[src/cbeq_pkg.sv]
// Shared types and constants for the cascaded biquad equalizer.
`default_nettype none
package cbeq_pkg;

    localparam int unsigned SAMPLE_W = 24;
    localparam int unsigned COEF_W   = 32;
    localparam int unsigned STATE_W  = 48;
    localparam int unsigned PROD_W   = SAMPLE_W + COEF_W;
    localparam int unsigned PROD_SHIFT = 15;
    localparam int unsigned OUT_SHIFT  = 12;
    localparam int unsigned COEFS_PER_BAND = 5;

    localparam logic [1:0] FUNC_FILTER = 2'd0;
    localparam logic [1:0] FUNC_COEF   = 2'd1;
    localparam logic [1:0] FUNC_CLEAR  = 2'd2;

    localparam logic [2:0] COEF_B0 = 3'd0;
    localparam logic [2:0] COEF_B1 = 3'd1;
    localparam logic [2:0] COEF_B2 = 3'd2;
    localparam logic [2:0] COEF_A1 = 3'd3;
    localparam logic [2:0] COEF_A2 = 3'd4;

    localparam logic signed [COEF_W-1:0] COEF_ONE = 32'sh0800_0000;

    typedef struct packed {
        logic [1:0]                 func;
        logic signed [SAMPLE_W-1:0] sample_in;
        logic [2:0]                 band_sel;
        logic [2:0]                 coef_sel;
        logic signed [COEF_W-1:0]   coef_value;
    } req_in_t;

    typedef struct packed {
        logic signed [SAMPLE_W-1:0] sample_out;
        logic                       clipped;
    } req_out_t;

    // Sample and clip flag handed from one band cell to the next.
    typedef struct packed {
        logic                       vld;
        logic signed [SAMPLE_W-1:0] smp;
        logic                       clip;
    } link_t;

    // Control broadcast to every cell.
    typedef struct packed {
        logic                       wr;
        logic [2:0]                 coef_sel;
        logic signed [COEF_W-1:0]   coef_value;
        logic                       clear;
    } cell_ctl_t;

endpackage
`default_nettype wire

[src/cbeq_band.sv]
// One biquad band cell: coefficients, delay state and a shared multiplier sequence.
`default_nettype none
module cbeq_band (
    input  wire logic              clk,
    input  wire logic              rst_n,
    input  wire logic              sel,
    input  wire cbeq_pkg::cell_ctl_t ctl,
    input  wire cbeq_pkg::link_t   link_in,
    output cbeq_pkg::link_t        link_out
);
    import cbeq_pkg::*;

    typedef enum logic [2:0] {S_IDLE, S_B0, S_OUT, S_B1, S_B2, S_A1, S_A2, S_DONE} state_t;

    localparam logic signed [STATE_W:0] S48_MAX = {2'b00, {(STATE_W-1){1'b1}}};
    localparam logic signed [STATE_W:0] S48_MIN = {2'b11, {(STATE_W-1){1'b0}}};

    state_t                      state_reg;
    logic signed [COEF_W-1:0]    c_reg [COEFS_PER_BAND];
    logic signed [STATE_W-1:0]   d1_reg, d2_reg;
    logic signed [SAMPLE_W-1:0]  x_reg, y_reg;
    logic signed [STATE_W:0]     acc_reg;
    logic                        clip_reg;
    link_t                       out_reg;

    logic signed [COEF_W-1:0]    mc;
    logic signed [SAMPLE_W-1:0]  mx;
    logic signed [PROD_W-1:0]    prod;
    logic signed [STATE_W:0]     term;
    logic signed [STATE_W:0]     sum;
    logic signed [STATE_W:0]     rnd;
    logic signed [STATE_W:0]     sat48;
    logic                        ovf48;
    logic signed [SAMPLE_W-1:0]  ysat;
    logic                        ovf24;

    // Select multiplier operands for the current step.
    always_comb
    begin
        mc = c_reg[0];
        mx = x_reg;
        case (state_reg)
            S_B0:    begin mc = c_reg[0]; mx = x_reg; end
            S_B1:    begin mc = c_reg[1]; mx = x_reg; end
            S_B2:    begin mc = c_reg[2]; mx = x_reg; end
            S_A1:    begin mc = c_reg[3]; mx = y_reg; end
            S_A2:    begin mc = c_reg[4]; mx = y_reg; end
            default: begin mc = c_reg[0]; mx = x_reg; end
        endcase
        prod = PROD_W'(mc) * PROD_W'(mx);
        term = (STATE_W+1)'(prod >>> PROD_SHIFT);
        sum  = acc_reg - term;
        // Round the accumulator half up and saturate to 24 bits.
        rnd  = (acc_reg + (STATE_W+1)'(1 << (OUT_SHIFT-1))) >>> OUT_SHIFT;
        ovf24 = (rnd > (STATE_W+1)'(8388607)) || (rnd < -(STATE_W+1)'(8388608));
        if (rnd > (STATE_W+1)'(8388607))
            ysat = 24'sh7FFFFF;
        else if (rnd < -(STATE_W+1)'(8388608))
            ysat = 24'sh800000;
        else
            ysat = rnd[SAMPLE_W-1:0];
        ovf48 = (acc_reg > S48_MAX) || (acc_reg < S48_MIN);
        if (acc_reg > S48_MAX)
            sat48 = S48_MAX;
        else if (acc_reg < S48_MIN)
            sat48 = S48_MIN;
        else
            sat48 = acc_reg;
    end

    // Coefficient store.
    always_ff @(posedge clk or negedge rst_n)
    begin
        if (!rst_n)
        begin
            for (int i = 0; i < COEFS_PER_BAND; i++)
                c_reg[i] <= (i == 0) ? COEF_ONE : '0;
        end
        else if (ctl.wr && sel)
        begin
            for (int i = 0; i < COEFS_PER_BAND; i++)
                if (ctl.coef_sel == 3'(i))
                    c_reg[i] <= ctl.coef_value;
        end
    end

    // Step through one band: b0, output, b1, a1, b2, a2, done.
    always_ff @(posedge clk or negedge rst_n)
    begin
        if (!rst_n)
        begin
            state_reg <= S_IDLE;
            d1_reg    <= '0;
            d2_reg    <= '0;
            x_reg     <= '0;
            y_reg     <= '0;
            acc_reg   <= '0;
            clip_reg  <= 1'b0;
            out_reg   <= '0;
        end
        else
        begin
            out_reg.vld <= (state_reg == S_DONE);
            case (state_reg)
                S_IDLE:
                begin
                    if (ctl.clear)
                    begin
                        d1_reg <= '0;
                        d2_reg <= '0;
                    end
                    else if (link_in.vld)
                    begin
                        x_reg     <= link_in.smp;
                        clip_reg  <= link_in.clip;
                        acc_reg   <= (STATE_W+1)'(d1_reg);
                        state_reg <= S_B0;
                    end
                end
                S_B0:
                begin
                    acc_reg   <= acc_reg + term;
                    state_reg <= S_OUT;
                end
                S_OUT:
                begin
                    y_reg     <= ysat;
                    clip_reg  <= clip_reg | ovf24;
                    acc_reg   <= (STATE_W+1)'(d2_reg);
                    state_reg <= S_B1;
                end
                S_B1:
                begin
                    acc_reg   <= acc_reg + term;
                    state_reg <= S_A1;
                end
                S_A1:
                begin
                    acc_reg   <= sum;
                    state_reg <= S_B2;
                end
                S_B2:
                begin
                    d1_reg    <= sat48[STATE_W-1:0];
                    clip_reg  <= clip_reg | ovf48;
                    acc_reg   <= term;
                    state_reg <= S_A2;
                end
                S_A2:
                begin
                    acc_reg   <= sum;
                    state_reg <= S_DONE;
                end
                S_DONE:
                begin
                    d2_reg      <= sat48[STATE_W-1:0];
                    out_reg.smp <= y_reg;
                    out_reg.clip <= clip_reg | ovf48;
                    state_reg   <= S_IDLE;
                end
                default: state_reg <= S_IDLE;
            endcase
        end
    end

    assign link_out = out_reg;

`ifndef SYNTH
    a_done_pulse: assert property (@(posedge clk) disable iff (!rst_n)
        link_out.vld |=> !link_out.vld) else $error("band output held");
    a_start: assert property (@(posedge clk) disable iff (!rst_n)
        (state_reg == S_IDLE && link_in.vld && !ctl.clear) |=> state_reg == S_B0)
        else $error("band did not start");
    a_seq: assert property (@(posedge clk) disable iff (!rst_n)
        state_reg == S_A2 |=> state_reg == S_DONE) else $error("band sequence slip");
`endif

endmodule
`default_nettype wire
[config.mk]
export PLATFORM = sky130hd
export DESIGN_NAME = cbeq_band
export DESIGN_NICKNAME = d
export VERILOG_FILES = /design/src/cbeq_pkg.sv /design/src/cbeq_band.sv
export SDC_FILE = /design/constraint.sdc
export NUM_CORES = 2
export LEC_CHECK = 0
export BUFFER_PORTS_ARGS = -buffer_cell sky130_fd_sc_hd__buf_2
export CELL_PAD_IN_SITES_DETAIL_PLACEMENT = 2
export CELL_PAD_IN_SITES_GLOBAL_PLACEMENT = 2
export CORE_MARGIN = 1
export CORE_UTILIZATION = 35
export DETAILED_ROUTE_END_ITERATION = 8
export PLACE_DENSITY_LB_ADDON = 0.25
export SETUP_SLACK_MARGIN = 0.05
export SYNTH_ARGS = -nofsm -noshare
export SYNTH_HDL_FRONTEND = slang
export SYNTH_SLANG_ARGS = --single-unit
[constraint.sdc]
create_clock -name clk -period 32.5 [get_ports clk]
set_input_delay 3.25 -clock clk [delete_from_list [all_inputs] [get_ports clk]]
set_output_delay 3.25 -clock clk [all_outputs]
set_load 0.02 [all_outputs]
## Word level (Yosys, flattened, before mapping)

Index checks and enable logic that the tools add are counted.

- Flip-flop bits (word level): 383
- Word-level logic and storage cells: 80
- Output and inout port bits: 26

- $mul: 1
- Equal/unequal tests: 14
- Bitwise gates (word level): 3
- $add $sub $neg: 3
- Reductions and logical operators: 22
- Magnitude comparators: 4
- Multiplexer cells: 18

Operators by type and width:

| cell | count |
|---|---|
| case mux 49 bit (5 select lines) | 1 |
| case mux 48 bit (2 select lines) | 2 |
| 2-to-1 mux 48 bit | 3 |
| case mux 32 bit (4 select lines) | 1 |
| 2-to-1 mux 49 bit | 2 |
| 2-to-1 mux 24 bit | 3 |
| multiplier 32 x 24 -> 56 bit | 1 |
| adder 49 x 13 -> 49 bit (second input constant) | 1 |
| adder 49 x 41 -> 49 bit | 1 |
| > comparator 49 x 48 -> 1 bit (second input constant) | 1 |
| < comparator 49 x 48 -> 1 bit (second input constant) | 1 |
| subtractor 49 x 41 -> 49 bit | 1 |
| > comparator 37 x 24 -> 1 bit (second input constant) | 1 |
| < comparator 37 x 24 -> 1 bit (second input constant) | 1 |
| case mux 3 bit (8 select lines) | 1 |
| AND reduction 2 bit | 8 |
| == test 3 bit (second input constant) | 5 |
| == test 3 x 2 -> 1 bit (second input constant) | 4 |
| AND reduction 3 bit | 3 |
| == test 3 x 1 -> 1 bit (second input constant) | 2 |
| zero test 3 bit | 2 |
| 2-to-1 mux 3 bit | 2 |
| != test 2 bit (second input constant) | 3 |
| nonzero test 5 bit | 1 |
| other kinds (9) | 14 |

## Depth between registers and ports, before layout

- Word-level depth: 6
- Mapped depth: 54
- Gate-level depth less buffers: 50

## Least setup slack after synthesis

Ideal clock, no wire load.

- Path kind: reg-to-reg
- From: register state_reg[0]
- To: register acc_reg[48]
- Cell stages (with the launch flop): 51
- Required time: 32.423 ns
- Library setup time: 0.077 ns
- Slack: 19.902 ns
- Clock period less this slack: 12.598 ns
- Buffers on the path: 8
- Data arrival time: 12.521 ns
- Path through: dfrtp_1 -> buf_4 -> buf_6 -> clkbuf_1 -> buf_1 -> nand2_1 -> clkbuf_1 -> mux2i_1 -> o21a_1 -> clkbuf_1 -> nor2_1 -> fa_1 -> inv_1 -> fa_1 -> inv_1 -> fa_1 -> fa_1 -> fa_1 -> [15 not listed] -> nand3_1 -> nor3_2 -> a21oi_1 -> xnor2_1 -> ha_1 -> clkbuf_1 -> a21o_1 -> a21o_1 -> a21oi_1 -> o21ai_0 -> o21ba_2 -> o31a_1 -> o21ai_0 -> a31oi_1 -> inv_1 -> o21a_1 -> o311a_1 -> a21oi_1

- Longest elaborated chain between the ends: 6

RTL lines:

| what | RTL line | text |
|---|---|---|
| from (decl) | cbeq_band.sv:18 | `state_t state_reg;` |
| from (signal assigned) | cbeq_band.sv:92 | `state_reg <= S_IDLE;` |
| from (signal assigned) | cbeq_band.sv:117 | `state_reg <= S_B0;` |
| from (signal assigned) | cbeq_band.sv:123 | `state_reg <= S_OUT;` |
| == test 3 bit | cbeq_band.sv:42, cbeq_band.sv:104 |  |
| OR reduction 2 bit (no line) | -- |  |
| 2-to-1 mux 24 bit | cbeq_band.sv:42 | `case (state_reg)` |
| multiplier 32 x 24 -> 56 bit | cbeq_band.sv:50 | `prod = PROD_W'(mc) * PROD_W'(mx);` |
| subtractor 49 x 41 -> 49 bit or adder 49 x 41 -> 49 bit (tied branches) | cbeq_band.sv:52, cbeq_band.sv:122, cbeq_band.sv:134 |  |
| case mux 49 bit (5 select lines) | cbeq_band.sv:104 | `case (state_reg)` |
| to (signal assigned) | cbeq_band.sv:116 | `acc_reg <= (STATE_W+1)'(d1_reg);` |
| to (signal assigned) | cbeq_band.sv:122 | `acc_reg <= acc_reg + term;` |
| to (signal assigned) | cbeq_band.sv:129 | `acc_reg <= (STATE_W+1)'(d2_reg);` |
| to (decl) | cbeq_band.sv:22 | `logic signed [STATE_W:0] acc_reg;` |

Several ways; a longest one is shown, not always the timed one.
A chain may end at the register's enable or synchronous reset.

## Worst setup path in the final report

- From: register state_reg[1]
- To: register acc_reg[48]

Same word-level chain as after synthesis.

==> impl_metrics.tcl <==
set metrics [dict create \
    status "finished clean" \
    synth_top_family_by_area "adder cells" \
    gp_congestion 0.9394 \
    die-area_sq_um 142100 \
    synth_simple_gate_area_share_pct 14.46 \
    final_nets 6484 \
    max_freq_mhz 62.96 \
    cts_hold_buf 0 \
    cap_violations 0 \
    dr.pass1.iters 6 \
    hold_viol 0 \
    critPathRequiredTime_ns 33.07 \
    port_buffers 91 \
    post_cts_buffers 0 \
    synth_mux_area_share_pct 6.170 \
    drc 0 \
    max_stage_delay_ns 1.10 \
    syn_area_per_cell_sq_um 8.978 \
    setup_viol 0 \
    die_h_microns 377.0 \
    wl_per_cell_microns 28.61 \
    ant_nets 0 \
    slew_headroom_pct 14.02 \
    critPathLaunchType "flop" \
    clock_skew_ns 0.03936 \
    area_growth_pct 8.847 \
    cts_root_buf "clkbuf_16" \
    post_cts_resized 0 \
    layout_common_cells "nand2_1 (864), inv_1 (827), fa_1 (783)" \
    cpMaxStageDelayCell "mux2i_2" \
    grt_pass1_vias 46500 \
    ios 92 \
    routed_wl_microns 210300 \
    final_common_cell "nand2_1" \
    vias 41170 \
    grt_pass1_wl_microns 316000 \
    clock_sinks 383 \
    cts_buffer_depth 3 \
    syn_area_sq_um 49220 \
    antenna_cells 0 \
    grt-ovfl-total 0 \
    syn-num-nets 6527 \
    synth_cells 5482 \
    cp-end-kind "flop" \
    clkSlewWorstSetupHoldPaths_ns 0.06 \
    design.core.area_sq_um 139500 \
    synthXorXnorAreaFrac_pct 2.629 \
    hold_class "flop to flop" \
    fin_crit_ns 15.88 \
    synth_cell_types 99 \
    async_flop_share_pct 100.0 \
    htree_levels 2 \
    track_usage_pct 30.13 \
    antenna_found_initial 4 \
    max_slew.worst_pin.slew_ns 1.265 \
    synth_edf_count 0 \
    insertion_delay_ns 0.64 \
    vias_per_cell 5.602 \
    hpwlAfterDp_microns 163300 \
    cts_buffers 46 \
    crit_arrival_ns 16.45 \
    fin_setup_tns_ns 0 \
    drv_slew 0 \
    ys.flop_type "dfrtp_1" \
    seq_area_frac_synth_pct 19.48 \
    tritoncts "done" \
    critical_path_class "flop to flop" \
    cp_max_fo 56 \
    grt_max_degree 138 \
    initial_core_util_pct 35.27 \
    largest_reg_flops 160 \
    rsz0062_at_grt "false" \
    first_iter_violations 2480 \
    core.rowCount 137 \
    synth_seq_cells 383 \
    ys_warn_count 0 \
    drive_gt1_share_pct 10.54 \
    synth_compound_area_share_pct 11.81 \
    min_period_over_period_pct 48.87 \
    synthAdderAreaFrac_pct 36.83 \
    die_x_microns 377.0 \
]
metal layers:
layer	up-vias	GRT usage [%]	share of wire, %
li1	17470	-	-
met2	1026	51.13	49
met1	22390	40.20	43
met5	-	0	0
met3	276	2.977	4.3
met4	0	9.840	3.6
cells in the mapped netlist, types with 48 or more instances:
cell      count  area share, %
nand2_1     868            6.6
inv_1       828            6.3
fa_1        783             32
nor2_1      486            3.7
dfrtp_1     382             19
o21ai_0     254            2.6
a21oi_1     250            2.5
clkbuf_1    250            1.9
mux2_2      197            4.5
ha_1        196            5.0
xnor2_1      95            1.7
o21a_1       64           0.98
nor3_1       53           0.54
xor2_1       49           0.87
a21o_1       48           0.73
mux2i_1      48           0.98
final cells by class:
| type | count | area, sq um |
|---|---|---|
| fillers | 15430 | 85960 |
| multi-input cells | 3982 | 35610 |
| flip-flops and latches | 383 | 9597 |
| inverters | 831 | 3119 |
| well taps | 1876 | 2347 |
| clock buffers | 67 | 1361 |
| repair buffers | 195 | 1259 |
| clock inverters | 14 | 274.0 |
stage by stage:
| stage | hold WS (ns) | utilization (%) | std cells | instance area, sq um | setup slack [ns] |
|---|---|---|---|---|---|
| 2_1_floorplan | 0.4423 | - | 5482 | 49220 | 19.90 |
| 5_1_grt | 0.5123 | 38.39 | 7348 | 53570 | 16.03 |
| 3_5_place_dp | 0.4616 | 37.22 | 7267 | 51940 | 16.88 |
| 6_report | 0.4805 | 38.39 | 7348 | 53570 | 16.62 |
| 4_1_cts | 0.4858 | 38.39 | 7348 | 53570 | 16.87 |
| 3_3_place_gp | 0.4563 | 37.22 | 7267 | 51940 | 17.06 |
path summary, 6_finish.rpt:
check	start	end	slack [ns]	cells past startpoint
setup reg to reg	state_reg[1]	acc_reg[48]	16.62	44
setup / recovery	state_reg[1]	acc_reg[48]	16.62	44
hold reg to reg	d1_reg[46]	d1_reg[46]	0.48	2
hold / removal	d1_reg[46]	d1_reg[46]	0.48	2
min in group asynchronous	rst_n	d2_reg[7]	2.62	1
max in group asynchronous	rst_n	c_reg[147]	26.76	4
cell families after synthesis:
kind of cell	count (synthesis)
AO/OA/AOI/OAI	928
XOR/XNOR	146
adder cells (fa/ha/maj)	979
buffers and inverters	1117
flip-flops	383
multiplexers	260
AND/OR/NAND/NOR	1669
worst max-delay path, delay by kind of cell, from the launching register on:
kind / cells / cell delay, ns
compound gates: 18 / 4.88
fa+ha+maj: 9 / 4.47
buf+inv: 9 / 1.81
simple gates: 4 / 1.54
xor+xnor: 3 / 1.20
mux: 1 / 1.10
flops: 1 / 0.73
Power is not shown: default switching activity piles up to over one toggle a cycle in this logic, so the estimate is an artifact.
